===== config.mk =====
export PLATFORM = sky130hd
export DESIGN_NAME = raid5_access_planner
export DESIGN_NICKNAME = d
export VERILOG_FILES = /design/src/hw/rtl/rap_pkg.sv /design/src/hw/rtl/rap_dp.sv /design/src/hw/rtl/rap_ctrl.sv /design/src/hw/rtl/raid5_access_planner.sv
export VERILOG_INCLUDE_DIRS = /design/src /design/src/hw/rtl
export SDC_FILE = /design/constraint.sdc
export NUM_CORES = 1
export LEC_CHECK = 0
export BUFFER_PORTS_ARGS = -buffer_cell sky130_fd_sc_hd__buf_2
export CAP_MARGIN = 40
export CORE_ASPECT_RATIO = 0.9
export CORE_UTILIZATION = 35
export DETAILED_ROUTE_END_ITERATION = 7
export GPL_ROUTABILITY_DRIVEN = 0
export SYNTH_ARGS = -nofsm -noshare
export SYNTH_HDL_FRONTEND = slang
export SYNTH_SLANG_ARGS = --single-unit

===== constraint.sdc =====
create_clock -name i_clk -period 7.1 [get_ports i_clk]
set_input_delay 0.355 -clock i_clk [delete_from_list [all_inputs] [get_ports i_clk]]
set_output_delay 0.355 -clock i_clk [all_outputs]
set_load 0.02 [all_outputs]

===== src/hw/rtl/raid5_access_planner_defines.svh =====
// ---------------------------------------------------------------------------
// raid5_access_planner_defines
// Assertion macros shared by the planner modules.
// ---------------------------------------------------------------------------
`ifndef RAID5_ACCESS_PLANNER_DEFINES_SVH
`define RAID5_ACCESS_PLANNER_DEFINES_SVH

`ifndef SYNTH
`define RAP_ASSERT(label, clk, rst_n, prop, msg) \
    label: assert property (@(posedge clk) disable iff (!rst_n) prop) else $error(msg);
`define RAP_NEVER(label, clk, rst_n, expr, msg) \
    label: assert property (@(posedge clk) disable iff (!rst_n) !(expr)) else $error(msg);
`else
`define RAP_ASSERT(label, clk, rst_n, prop, msg)
`define RAP_NEVER(label, clk, rst_n, expr, msg)
`endif

`endif


===== src/hw/rtl/rap_pkg.sv =====
// ---------------------------------------------------------------------------
// rap_pkg
// Types and constants of the RAID 5 access planner.
// ---------------------------------------------------------------------------
`timescale 1ns / 1ps

package rap_pkg;

    localparam int MAX_DISKS = 16;
    localparam int SEC_W     = 25;
    localparam int OFF_W     = 21;

    localparam logic [1:0] REQ_READ  = 2'd0;
    localparam logic [1:0] REQ_WRITE = 2'd1;
    localparam logic [1:0] REQ_FAIL  = 2'd2;
    localparam logic [1:0] REQ_REBLD = 2'd3;

    localparam logic [1:0] ST_OK   = 2'd0;
    localparam logic [1:0] ST_DEG  = 2'd1;
    localparam logic [1:0] ST_FAIL = 2'd2;

    localparam logic [2:0] K_NONE    = 3'd0;
    localparam logic [2:0] K_RD_HOST = 3'd1;
    localparam logic [2:0] K_RD_A    = 3'd2;
    localparam logic [2:0] K_RD_B    = 3'd3;
    localparam logic [2:0] K_WR_DATA = 3'd4;
    localparam logic [2:0] K_WR_AD   = 3'd5;
    localparam logic [2:0] K_WR_ABD  = 3'd6;
    localparam logic [2:0] K_DELIVER = 3'd7;

    localparam logic [4:0] NO_DISK = 5'(MAX_DISKS);

    localparam logic [1:0] SEL_RDA = 2'd0;
    localparam logic [1:0] SEL_RDB = 2'd1;
    localparam logic [1:0] SEL_MID = 2'd2;
    localparam logic [1:0] SEL_FIN = 2'd3;

    typedef struct packed {
        logic [1:0]       req_type;
        logic [SEC_W-1:0] sector;
        logic [3:0]       fault_device;
        logic             last_in_request;
    } t_in;

    typedef struct packed {
        logic [2:0]       cmd_kind;
        logic [3:0]       device;
        logic [OFF_W-1:0] offset;
        logic [1:0]       array_status;
        logic [4:0]       failed_disk;
        logic             request_end;
        logic             last;
    } t_out;

    typedef struct packed {
        logic       load_in;
        logic       div_start;
        logic       div_sel;
        logic       div_step;
        logic       apply_event;
        logic       scan_clr;
        logic       scan_inc;
        logic       emit;
        logic [1:0] emit_sel;
    } t_cmd;

    typedef struct packed {
        logic is_event;
        logic div_last;
        logic scan_end;
        logic excl_a;
        logic excl_b;
        logic out_free;
        logic use_a;
        logic use_b;
        logic use_mid;
    } t_sts;

endpackage


===== src/hw/rtl/rap_dp.sv =====
// ---------------------------------------------------------------------------
// rap_dp
// Datapath: array state, serial divider, stripe mapping, device scan and
// output word register.
// ---------------------------------------------------------------------------
`timescale 1ns / 1ps
`include "raid5_access_planner_defines.svh"

module rap_dp
    import rap_pkg::*;
(
    input  logic       i_clk,
    input  logic       i_rst_n,
    input  t_in        i_in,
    input  logic       i_cfg_we,
    input  logic [4:0] i_cfg_data,
    input  t_cmd       i_cmd,
    output t_sts       o_sts,
    output logic       o_out_valid,
    input  logic       i_out_ready,
    output t_out       o_out
);

    logic [4:0]       r_n;
    logic [1:0]       r_state;
    logic [4:0]       r_fi;
    t_in              r_in;
    logic [SEC_W-1:0] r_quo;
    logic [4:0]       r_rem;
    logic [4:0]       r_dvs;
    logic [4:0]       r_dcnt;
    logic [SEC_W-1:0] r_row;
    logic [3:0]       r_col;
    logic [3:0]       r_d;
    logic             r_out_valid;
    t_out             r_out;

    logic [5:0] div_t;
    logic       div_ge;
    logic [5:0] div_diff;
    logic [3:0] pd;
    logic [3:0] dd;
    logic       acc_ok, deg, rd, wr, fi_pd, fi_dd, rd_rec, a_excl_fi;
    logic       d_fi, d_dd, d_pd;
    t_out       w_out;
    logic [4:0] cfg_n;

    assign div_t    = {r_rem, r_quo[SEC_W-1]};
    assign div_ge   = div_t >= {1'b0, r_dvs};
    assign div_diff = div_t - {1'b0, r_dvs};

    assign pd     = r_rem[3:0];
    assign dd     = r_col + ((r_col >= pd) ? 4'd1 : 4'd0);
    assign acc_ok = (r_state != ST_FAIL) && (r_row[SEC_W-1:OFF_W] == '0);
    assign deg    = r_state == ST_DEG;
    assign rd     = r_in.req_type == REQ_READ;
    assign wr     = r_in.req_type == REQ_WRITE;
    assign fi_pd  = r_fi == {1'b0, pd};
    assign fi_dd  = r_fi == {1'b0, dd};
    assign rd_rec = rd && deg && fi_dd;
    assign a_excl_fi = rd_rec || (wr && deg && !fi_pd && !fi_dd);

    assign d_fi = r_fi == {1'b0, r_d};
    assign d_dd = r_d == dd;
    assign d_pd = r_d == pd;

    always_comb begin
        o_sts.is_event = i_in.req_type[1];
        o_sts.div_last = r_dcnt == 5'(SEC_W - 1);
        o_sts.scan_end = {1'b0, r_d} == (r_n - 5'd1);
        o_sts.excl_a   = a_excl_fi ? d_fi : (d_dd || d_pd);
        o_sts.excl_b   = d_fi || d_dd || d_pd;
        o_sts.out_free = !r_out_valid || i_out_ready;
        o_sts.use_a    = acc_ok && (rd_rec || (wr && !(deg && fi_pd)));
        o_sts.use_b    = acc_ok && wr && deg && !fi_pd && !fi_dd;
        o_sts.use_mid  = acc_ok && wr && (!deg || (!fi_pd && !fi_dd));
    end

    always_comb begin
        w_out              = '0;
        w_out.array_status = r_state;
        w_out.failed_disk  = r_fi;
        w_out.offset       = r_row[OFF_W-1:0];
        case (i_cmd.emit_sel)
            SEL_RDA: begin
                w_out.cmd_kind = K_RD_A;
                w_out.device   = r_d;
            end
            SEL_RDB: begin
                w_out.cmd_kind = K_RD_B;
                w_out.device   = r_d;
            end
            SEL_MID: begin
                w_out.cmd_kind = K_WR_DATA;
                w_out.device   = dd;
            end
            default: begin
                w_out.last        = 1'b1;
                w_out.request_end = !r_in.req_type[1] && r_in.last_in_request;
                if (r_in.req_type[1] || !acc_ok) begin
                    w_out.cmd_kind = K_NONE;
                    w_out.offset   = '0;
                end else if (rd) begin
                    w_out.cmd_kind = rd_rec ? K_DELIVER : K_RD_HOST;
                    w_out.device   = rd_rec ? r_fi[3:0] : dd;
                end else if (deg && fi_pd) begin
                    w_out.cmd_kind = K_WR_DATA;
                    w_out.device   = dd;
                end else begin
                    w_out.cmd_kind = (deg && !fi_dd) ? K_WR_ABD : K_WR_AD;
                    w_out.device   = pd;
                end
            end
        endcase
    end

    assign cfg_n = (i_cfg_data < 5'd3) ? 5'd3 :
                   (i_cfg_data > NO_DISK) ? NO_DISK : i_cfg_data;

    always_ff @(posedge i_clk) begin
        if (!i_rst_n) begin
            r_n         <= 5'd3;
            r_state     <= ST_OK;
            r_fi        <= NO_DISK;
            r_out_valid <= 1'b0;
        end else begin
            if (i_cfg_we) begin
                r_n     <= cfg_n;
                r_state <= ST_OK;
                r_fi    <= NO_DISK;
            end else if (i_cmd.apply_event) begin
                if (r_in.req_type == REQ_FAIL) begin
                    if ({1'b0, r_in.fault_device} < r_n) begin
                        if (r_state == ST_OK) begin
                            r_state <= ST_DEG;
                            r_fi    <= {1'b0, r_in.fault_device};
                        end else if (deg && r_fi != {1'b0, r_in.fault_device}) begin
                            r_state <= ST_FAIL;
                        end
                    end
                end else if (deg) begin
                    r_state <= ST_OK;
                    r_fi    <= NO_DISK;
                end
            end
            if (i_cmd.emit) begin
                r_out_valid <= 1'b1;
            end else if (i_out_ready) begin
                r_out_valid <= 1'b0;
            end
        end
    end

    always_ff @(posedge i_clk) begin
        if (i_cmd.load_in) begin
            r_in <= i_in;
        end
        if (i_cmd.div_start) begin
            r_rem  <= '0;
            r_dcnt <= '0;
            if (i_cmd.div_sel) begin
                r_dvs <= r_n;
                r_row <= r_quo;
                r_col <= r_rem[3:0];
            end else begin
                r_dvs <= r_n - 5'd1;
                r_quo <= i_in.sector;
            end
        end else if (i_cmd.div_step) begin
            r_rem  <= div_ge ? div_diff[4:0] : div_t[4:0];
            r_quo  <= {r_quo[SEC_W-2:0], div_ge};
            r_dcnt <= r_dcnt + 5'd1;
        end
        if (i_cmd.scan_clr) begin
            r_d <= '0;
        end else if (i_cmd.scan_inc) begin
            r_d <= r_d + 4'd1;
        end
        if (i_cmd.emit) begin
            r_out <= w_out;
        end
    end

    assign o_out_valid = r_out_valid;
    assign o_out       = r_out;

    `RAP_ASSERT(a_ok_no_fi, i_clk, i_rst_n, (r_state == ST_OK) |-> (r_fi == NO_DISK), "ok with failed disk")
    `RAP_ASSERT(a_deg_fi, i_clk, i_rst_n, (r_state != ST_OK) |-> (r_fi < r_n), "failed disk out of range")
    `RAP_NEVER(a_emit_busy, i_clk, i_rst_n, i_cmd.emit && r_out_valid && !i_out_ready, "word overwritten")

endmodule


===== src/hw/rtl/rap_ctrl.sv =====
// ---------------------------------------------------------------------------
// rap_ctrl
// Sequencer: accepts a word, applies an event or runs the two divisions and the command runs of an access.
// ---------------------------------------------------------------------------
`timescale 1ns / 1ps
`include "raid5_access_planner_defines.svh"

module rap_ctrl
    import rap_pkg::*;
(
    input  logic i_clk,
    input  logic i_rst_n,
    input  logic i_in_valid,
    output logic o_in_ready,
    input  t_sts i_sts,
    output t_cmd o_cmd
);

    localparam logic [3:0] S_IDLE = 4'd0;
    localparam logic [3:0] S_DIV1 = 4'd1;
    localparam logic [3:0] S_LAT  = 4'd2;
    localparam logic [3:0] S_DIV2 = 4'd3;
    localparam logic [3:0] S_PLAN = 4'd4;
    localparam logic [3:0] S_EVT  = 4'd5;
    localparam logic [3:0] S_RDA  = 4'd6;
    localparam logic [3:0] S_RDB  = 4'd7;
    localparam logic [3:0] S_MID  = 4'd8;
    localparam logic [3:0] S_FIN  = 4'd9;

    logic [3:0] r_st;
    logic [3:0] n_st;
    logic       adv;

    assign o_in_ready = r_st == S_IDLE;

    always_comb begin
        n_st  = r_st;
        o_cmd = '0;
        adv   = 1'b0;
        case (r_st)
            S_IDLE: begin
                if (i_in_valid) begin
                    o_cmd.load_in = 1'b1;
                    if (i_sts.is_event) begin
                        n_st = S_EVT;
                    end else begin
                        o_cmd.div_start = 1'b1;
                        n_st            = S_DIV1;
                    end
                end
            end
            S_DIV1: begin
                o_cmd.div_step = 1'b1;
                if (i_sts.div_last) n_st = S_LAT;
            end
            S_LAT: begin
                o_cmd.div_start = 1'b1;
                o_cmd.div_sel   = 1'b1;
                n_st            = S_DIV2;
            end
            S_DIV2: begin
                o_cmd.div_step = 1'b1;
                if (i_sts.div_last) n_st = S_PLAN;
            end
            S_PLAN: begin
                o_cmd.scan_clr = 1'b1;
                n_st = i_sts.use_a ? S_RDA : (i_sts.use_mid ? S_MID : S_FIN);
            end
            S_EVT: begin
                o_cmd.apply_event = 1'b1;
                n_st              = S_FIN;
            end
            S_RDA: begin
                o_cmd.emit_sel = SEL_RDA;
                if (i_sts.excl_a) begin
                    adv = 1'b1;
                end else if (i_sts.out_free) begin
                    o_cmd.emit = 1'b1;
                    adv        = 1'b1;
                end
                o_cmd.scan_inc = adv;
                if (adv && i_sts.scan_end) begin
                    o_cmd.scan_clr = 1'b1;
                    n_st = i_sts.use_b ? S_RDB : (i_sts.use_mid ? S_MID : S_FIN);
                end
            end
            S_RDB: begin
                o_cmd.emit_sel = SEL_RDB;
                if (i_sts.excl_b) begin
                    adv = 1'b1;
                end else if (i_sts.out_free) begin
                    o_cmd.emit = 1'b1;
                    adv        = 1'b1;
                end
                o_cmd.scan_inc = adv;
                if (adv && i_sts.scan_end) n_st = S_MID;
            end
            S_MID: begin
                o_cmd.emit_sel = SEL_MID;
                if (i_sts.out_free) begin
                    o_cmd.emit = 1'b1;
                    n_st       = S_FIN;
                end
            end
            S_FIN: begin
                o_cmd.emit_sel = SEL_FIN;
                if (i_sts.out_free) begin
                    o_cmd.emit = 1'b1;
                    n_st       = S_IDLE;
                end
            end
            default: n_st = S_IDLE;
        endcase
    end

    always_ff @(posedge i_clk) begin
        if (!i_rst_n) begin
            r_st <= S_IDLE;
        end else begin
            r_st <= n_st;
        end
    end

    `RAP_ASSERT(a_emit_free, i_clk, i_rst_n, o_cmd.emit |-> i_sts.out_free, "emit while full")
    `RAP_ASSERT(a_lat_next, i_clk, i_rst_n, (r_st == S_DIV1 && i_sts.div_last) |=> (r_st == S_LAT), "divide sequencing")
    `RAP_ASSERT(a_evt_fin, i_clk, i_rst_n, (r_st == S_EVT) |=> (r_st == S_FIN), "event sequencing")

endmodule


===== src/hw/rtl/raid5_access_planner.sv =====
// ---------------------------------------------------------------------------
// raid5_access_planner
// RAID 5 rotating parity command planner: maps a sector and emits the run of
// device commands for the current array state.
// ---------------------------------------------------------------------------
// Events: a single result. Accesses: two 25-step serial divisions before the
// first result, then each read run scans all n disks, followed by the fixed
// commands; output stalls hold the scan and the commands.
// One word in flight at a time; the next word is taken after the last result.
// Synchronous active-low reset: n = 3, array ok, no failed disk.
`timescale 1ns / 1ps

module raid5_access_planner
    import rap_pkg::*;
(
    input  logic       i_clk,
    input  logic       i_rst_n,
    input  logic       i_in_valid,
    output logic       o_in_ready,
    input  t_in        i_in,
    output logic       o_out_valid,
    input  logic       i_out_ready,
    output t_out       o_out,
    input  logic       i_cfg_we,
    input  logic [4:0] i_cfg_data
);

    t_cmd cmd;
    t_sts sts;

    rap_ctrl u_ctrl (
        .i_clk      (i_clk),
        .i_rst_n    (i_rst_n),
        .i_in_valid (i_in_valid),
        .o_in_ready (o_in_ready),
        .i_sts      (sts),
        .o_cmd      (cmd)
    );

    rap_dp u_dp (
        .i_clk       (i_clk),
        .i_rst_n     (i_rst_n),
        .i_in        (i_in),
        .i_cfg_we    (i_cfg_we),
        .i_cfg_data  (i_cfg_data),
        .i_cmd       (cmd),
        .o_sts       (sts),
        .o_out_valid (o_out_valid),
        .i_out_ready (i_out_ready),
        .o_out       (o_out)
    );

endmodule


Yosys cells after proc, flatten, opt, wreduce, memory -nomap -nowiden
Index checks and enable logic that the tools add are counted.
Word-level totals
  input bits: 42
  flip-flop bits (word level): 134
  output and inout bits: 39
Operators by class
  eq/ne operators: 34
  bitwise operators: 1
  reduce and logical (&&, ||, !) cells: 51
  magnitude comparators: 5
  $add $sub $neg: 5
  mux-type cells: 61
Operators with widths (count)
  25-bit two-way mux: 3
  4-bit two-way mux: 11
  21-bit two-way mux: 2
  5-bit two-way mux: 8
  4-bit one-hot mux with 10 select lines: 1
  7-bit one-hot mux with 3 select lines: 1
  1-bit logical AND: 20
  1-bit two-way mux: 19
  2-bit inequality test, second input constant: 9
  4-bit by 3-bit equality test with 1-bit output, second input constant: 4
  5-bit by 4-bit equality test with 1-bit output: 3
  2-bit two-way mux: 7
  7-bit two-way mux: 2
  3-bit one-hot mux with 4 select lines: 1
  3-bit two-way mux: 3
  4-bit by 2-bit equality test with 1-bit output, second input constant: 2
  4-bit equality test: 2
  4-bit equality test, second input constant: 2
  4-bit logical NOT: 2
  1-bit logical OR: 8
  4-bit AND reduction: 2
  1-bit logical NOT: 7
  7-bit AND reduction: 1
  2-bit by 1-bit equality test with 1-bit output, second input constant: 3
  other kinds (24): 34

Longest topological paths before layout
Gate-level depths: netlist (run 1).
  depth in word-level cells: 13
  depth in mapped cells: 18

By module
Synthesis (run 1) repeated with hierarchy kept, for this count alone.
Unflattened totals
  cell total of the unflattened synthesis: 541
  area, all modules: 6543.8 sq um
Modules (own cells, without submodules)
  rap_dp: cells each 467, times used 1, seq. area each 3633.5 sq um, area an instance 6005.8 sq um
  rap_ctrl: cells each 74, times used 1, seq. area each 80.1 sq um, area an instance 538.0 sq um

Worst setup path before layout (run 1)
Ideal clock, no wire load.
  path type: register -> register
  start point: register u_dp.r_rem[2]
  end point: register u_dp.r_out (netlist bit u_dp.o_out[0]), enable pin
  library setup time: 0.454 ns
  cell stages (with the launch flop): 16
  buffers on the path: 1
  path slack: 1.904 ns
  arrival time: 4.742 ns
  period minus slack after synthesis: 5.196 ns
  cell sequence: dfxtp_1 clkbuf_1 inv_1 ha_1 nor2b_1 o21ai_0 nand2b_1 ha_1 ha_1 xor2_1 nor3_2 nand3_1 and3_1 o21bai_1 a211o_1 a31oi_1
RTL lines
  start: declaration: line rap_dp.sv:29  | logic [4:0] r_rem;
  start signal: assignment: line rap_dp.sv:170  | r_rem <= div_ge ? div_diff[4:0] : div_t[4:0];
  end signal: assignment: line rap_dp.sv:180  | r_out <= w_out;
  end: declaration: line rap_dp.sv:36  | t_out r_out;

==> results of run 1 <==
-- per-layer routing --
metal	track usage (%)	wire length, um	vias to the layer above
met1	19.9	6460	2143
met2	24.3	6690	135
met5	0	0	-
met4	6.60	223	0
met3	4.08	800	16
li1	-	-	2184
-- registers in the layout, summed over array words and instances (netlist names), 5 cells and up --
signal       count
u_dp.o_out      37
u_dp.r_dcnt      5
u_dp.r_dvs       5
u_dp.r_fi        5
u_dp.r_in        7
u_dp.r_n         5
u_dp.r_quo      25
u_dp.r_rem       5
u_dp.r_row      25
-- worst reg2reg max path: stages (launching register included) --
cell	delay (ns)
dfxtp_1	0.53
ha_1	0.30
nand2b_1	0.15
a21oi_1	0.15
nor2b_1	0.06
o21ai_0	0.14
nand2b_1	0.08
ha_1	0.20
ha_1	0.34
xor2_1	0.17
nor3_2	0.21
nand3_1	0.22
and3_1	0.26
o21bai_1	0.17
a211o_1	0.36
a31oi_4	0.37
buf_12	0.25
-- final timing paths --
check | from | to | slack [ns] | depth (start not counted)
min reg2reg | u_dp.r_quo[2] | u_dp.r_row[2] | 0.45 | 0
max reg2reg | u_dp.r_rem[0] | u_dp.o_out[22] | 2.83 | 16
max | u_dp.r_rem[0] | u_dp.o_out[22] | 2.83 | 16
min | i_in[1] | u_dp.r_in[1] | 0.11 | 1
-- cells by family (layout without fill, tap and decap cells) --
family | Yosys count | after routing | synth area share, %
AO/OA/AOI/OAI | 108 | 108 | 11.6
XOR/XNOR | 41 | 41 | 5.94
adder cells (fa/ha/maj) | 19 | 19 | 3.74
buffers and inverters | 55 | 141 | 3.61
flip-flops | 134 | 134 | 56.7
multiplexers | 26 | 26 | 4.43
AND/OR/NAND/NOR | 176 | 176 | 14.0
-- final cells by class --
| class | instances | share of cell area [%] |
|---|---|---|
| Clock inverter | 14 | 1.91 |
| Inverter | 25 | 1.21 |
| Clock buffer | 17 | 5.46 |
| Sequential cell | 134 | 47.7 |
| Multi-Input combinational cell | 370 | 33.8 |
| Timing Repair Buffer | 85 | 6.04 |
| Tap cell | 245 | 3.94 |
-- stage by stage --
step,hold WS [ns],setup WS [ns],util (%)
after floorplan,0.403,1.90,-
after global placement,0.428,2.58,39.1
after CTS,0.0904,2.84,42.4
after global routing,0.0897,2.54,42.4
after detailed placement,0.434,2.86,39.3
final,0.106,2.83,42.4
-- cells in the mapped netlist (3+ instances only) --
cell type    n
o211a_1      3
xnor2_1     23
ha_1        18
and3_1       4
a31oi_1      4
and2_1      25
o211ai_1     4
a32oi_1      3
dfxtp_1     31
buf_2       11
o21ai_0     24
nor2_1      46
clkbuf_1    16
edfxtp_1   103
nand4_1      5
inv_1       25
nand2_1     28
a221o_1      3
or2_2        3
o22ai_1      5
or3_1        5
a21oi_1     24
nor3_1      11
a21o_1       3
nor2b_1     11
nand2b_1    15
a211oi_1     5
a22oi_1      5
mux2_2      24
nand3_1     11
xor2_1      16
-- where the power goes --
group	internal [W]	total [W]	switching, W
logic	0.000409	0.000961	0.000551
registers	0.00117	0.00134	0.000166
clock network	0.000518	0.000858	0.000340
==> impl_metrics.yaml, run 1 <==
pwr:
  power_density_nw_per_um2: 405
  vdd_drop_max_v: 0.000197
  leakage_nw: 2.92
  fin_total_pwr_w: 0.00315
min_path:
  hold_path_class: "in2reg"
critical_path:
  crit_family: "compound AO/OA/AOI/OAI gates"
  cp_num_buf_inv: 1
  worstPathMaxFanout: 28
  critPathKind: "reg2reg"
  crit_path_end_kind: "register"
  slowest_delay_ns: 0.53
  cp.required_ns: 7.22
  cp.arrival_ns: 4.39
  cp_common_cell: "ha_1"
  cp-start-kind: "register"
  path_cells: "ha_1, nand2b_1, a21oi_1, nor2b_1, o21ai_0, nand2b_1, ha_1, ha_1, xor2_1, nor3_2, nand3_1, and3_1, o21bai_1, a211o_1, a31oi_4, buf_12"
  cp_slowest_cell: "dfxtp_1"
global_route:
  grt_max_degree: 42
  grt_pass1_vias: 4414
  grt-ovfl-total: 0
  antenna_found_initial: 0
  grt_usage_pct: 15.4
  grt_first_pass_wirelength_um: 23000
clock_tree:
  cts_root_buffer: "clkbuf_16"
  postCtsHoldBufs: 0
  htreeDepth: 4
  cts_setup_buffers: 0
  clk_pin_slew_worst_paths_ns: 0.06
  cts-resized-gates: 0
  cts_buffer_depth: 2
  cts_buffers: 17
  insertion_delay_ns: 0.42
  cts_sinks: 134
  cts_tree: "yes"
timing:
  slew_viol_final: 0
  max_freq_ghz: 0.234
  fin_tns_setup_ns: 0
  worstMarginPinSlew_ns: 0.650
  skew_ns: 0.00645
  rsz0062_at_grt: "no"
  fin_crit_ns: 4.27
  hold_viol_final: 0
  max_slew_margin_pct: 56.7
  finalSetupViolCount: 0
  finalCritPeriodShare_pct: 60.1
placed_design:
  placed_cells: 859
  port_buffers: 80
  dpl_cell_area_um2: 7210
  dpl.hpwl_um: 10300
final_layout:
  fin_area_um2: 7790
  final_cell_mix: "edfxtp_1, buf_2, nor2_1"
  instances_no_fill: 890
  layout_commonest_cell: "edfxtp_1"
  multi_input_area_um2: 2630
  diodes: 0
  register_area_um2: 3710
  syn_to_final_growth_pct: 18.8
  final_nets: 694
  drive_gt1_share_pct: 23.9
  fillCellCount: 1717
drt:
  dr.pass1.iters: 5
  wl_per_cell_um: 15.9
  drt_iter0_markers: 375
  drtAntennaViolNets: 0
  dr_total_vias: 4478
  drc: 0
  drt_wl_total_um: 14200
  vias_per_cell: 5.03
logic_synthesis:
  synth.largest_area_cell: "edfxtp_1"
  yosys_warnings: 0
  synth_ff_type: "edfxtp_1"
  synth_cells: 559
  syn_area_um2: 6550
  synth_edf_count: 103
  synth_nets: 620
  yosys.area.top_type_share_pct: 47.2
  synth_cell_types: 66
  synth.area.top_cells: "edfxtp_1, dfxtp_1, mux2_2"
  synth_seq_area_share_pct: 56.7
  async_reset_ff_share_pct: 0
  syn_area_per_cell_um2: 11.7
  ys_ff_latch: 134
die:
  die_h_um: 132
  start_util_pct: 35.7
  core-area_um2: 18300
  die_w_um: 146
  placementRows: 47
  die_area_um2: 19300
  ioPinCount: 81
status:
  outcome: "completed"
job:
  maxCapViolCount: 0
Note: power is estimated with default switching activity, not from simulation.
==> run 2, diff against run 1 <==
==> constraint.sdc (replaced) <==
create_clock -name i_clk -period 3.7 [get_ports i_clk]
set_input_delay 0.185 -clock i_clk [delete_from_list [all_inputs] [get_ports i_clk]]
set_output_delay 0.185 -clock i_clk [all_outputs]
set_load 0.02 [all_outputs]
==> run 2 against run 1 <==
Against the previous run:
- sequential power rose by 90%
- cell count rose by 2.8%
- sequential share of layout area fell by 2.1 points
- critical path depth rose by 2
- die area did not move
- routed wire length rose by 9.3%
- final area rose by 4.7%
- clock skew rose by 0.0059 ns
- global-route usage rose by 0.69 points
- register-to-register slack got worse by 2.8 ns
- core utilization rose by 2.0 points
- critical path type unchanged
- largest power group unchanged
==> impl_metrics.yaml, run 2 (synthesized netlist as in run 1, its figures left out) <==
critical_path:
  crit_family: "compound AO/OA/AOI/OAI gates"
  cp-start-kind: "register"
  slowest_delay_ns: 0.41
  cp_slowest_cell: "edfxtp_1"
  cp_num_buf_inv: 3
  path_cells: "inv_2, ha_4, nand2b_4, a21oi_2, nor2b_1, o21ai_1, nand2b_1, ha_2, ha_4, xor2_2, nor3_2, nand3_2, and3_4, o21bai_4, a211o_1, a31oi_4, buf_12, clkbuf_16"
  critPathKind: "reg2reg"
  cp.required_ns: 3.83
  cp.depth: 18
  worstPathMaxFanout: 6
  rr_worst_depth: 18
  cp.arrival_ns: 3.78
  crit_path_end_kind: "register"
  cp_common_cell: "ha_4"
final_layout:
  final_nets: 718
  final_cell_mix: "edfxtp_1, buf_2, nor2_1"
  fillCellCount: 1691
  final_util_pct: 44.4
  layout_commonest_cell: "edfxtp_1"
  syn_to_final_growth_pct: 24.4
  diodes: 0
  multi_input_area_um2: 2730
  largest_reg_flops: 37
  drive_gt1_share_pct: 28.2
  register_area_um2: 3710
timing:
  fin_tns_setup_ns: 0
  max_freq_ghz: 0.274
  fin_crit_ns: 3.64
  finalSetupViolCount: 0
  holdWs_ns: 0.0510
  rsz0062_at_grt: "yes"
  skew_ns: 0.0123
  setup_ws_ns: 0.0563
  max_slew_margin_pct: 55.0
  slew_viol_final: 0
  finalCritPeriodShare_pct: 98.5
  hold_viol_final: 0
  worstMarginPinSlew_ns: 0.669
drt:
  wl_per_cell_um: 16.9
  drtAntennaViolNets: 0
  dr_total_vias: 4644
  drt_wl_total_um: 15500
  vias_per_cell: 5.08
  drc: 0
  dr.pass1.iters: 6
  drt_iter0_markers: 444
pwr:
  leakage_nw: 3.08
  vdd_drop_max_v: 0.000389
  power_density_nw_per_um2: 780
die:
  ioPinCount: 81
  die_area_um2: 19300
  start_util_pct: 35.7
  die_w_um: 146
  placementRows: 47
  die_h_um: 132
  core-area_um2: 18300
placed_design:
  dpl.hpwl_um: 11100
  port_buffers: 80
  pre_cts_ws_ns: 0.0263
clock_tree:
  cts_sinks: 134
  clk_pin_slew_worst_paths_ns: 0.07
  cts_tree: "yes"
  insertion_delay_ns: 0.42
  htreeDepth: 4
  cts_root_buffer: "clkbuf_16"
  cts_buffer_depth: 2
  cts_buffers: 17
min_path:
  whs_path_depth: 2
  hold_path_class: "in2reg"
global_route:
  grt_first_pass_wirelength_um: 23900
  grt_usage_pct: 16.1
  antenna_found_initial: 0
  grt_max_degree: 38
  grt_pass1_vias: 4518
  grt-ovfl-total: 0
status:
  outcome: "completed"
job:
  maxCapViolCount: 0
[run 2: cell types whose count changed in the layout (fill, tap and decap cells not counted), moves of 4 or more]
cell,before,now
inv_8,0,5
dlygate4sd3_1,0,6
buf_6,0,4
buf_4,3,14
[run 2: metrics by stage]
step	cell area, um^2	std cells	power [W]
3_5_place_dp	7290	868	0.00454
3_3_place_gp	7280	867	0.00443
2_1_floorplan	6600	559	0.00393
4_1_cts	7940	906	0.00622
6_report	8150	915	0.00636
5_1_grt	8150	915	0.00672
[run 2: layout make-up]
cell class | count | share of cell area [%]
clock buffer | 17 | 5.22
clock inverter | 15 | 1.92
inverter | 25 | 1.15
multi-input combinational | 370 | 33.5
sequential | 134 | 45.6
tap | 245 | 3.76
timing repair buffer | 109 | 8.87
[run 2: power by group]
part	switching [W]	internal [W]	total (W)	leakage, nW
registers	0.000291	0.00224	0.00254	1.20
logic	0.00120	0.000958	0.00216	1.59
clock network	0.000708	0.000955	0.00166	0.290
total	0.00220	0.00416	0.00636	3.08
[run 2: repair_timing]
action	in CTS	in global routing
hold endpoints to repair	6	0
gates resized for setup	1	16
buffers inserted	0	5
gates cloned	0	5
endpoints found under the setup margin	28	40
pin swaps	0	11
hold buffers	6	0
[run 2: path summary, 6_finish.rpt]
path,from,slack (ns),to
max,u_dp.r_col[0],0.06,u_dp.o_out[34]
min reg2reg,u_dp.r_quo[16],0.44,u_dp.r_row[16]
max reg2reg,u_dp.r_col[0],0.06,u_dp.o_out[34]
min,i_rst_n,0.05,u_dp.r_n[0]
[run 2: layer usage]
metal | share of wire, % | up-vias | GRT usage [%]
met1 | 46 | 2249 | 21.9
li1 | - | 2235 | -
met5 | 0 | - | 0
met3 | 6.2 | 15 | 4.71
met4 | 1.4 | 0 | 5.09
met2 | 47 | 145 | 24.6
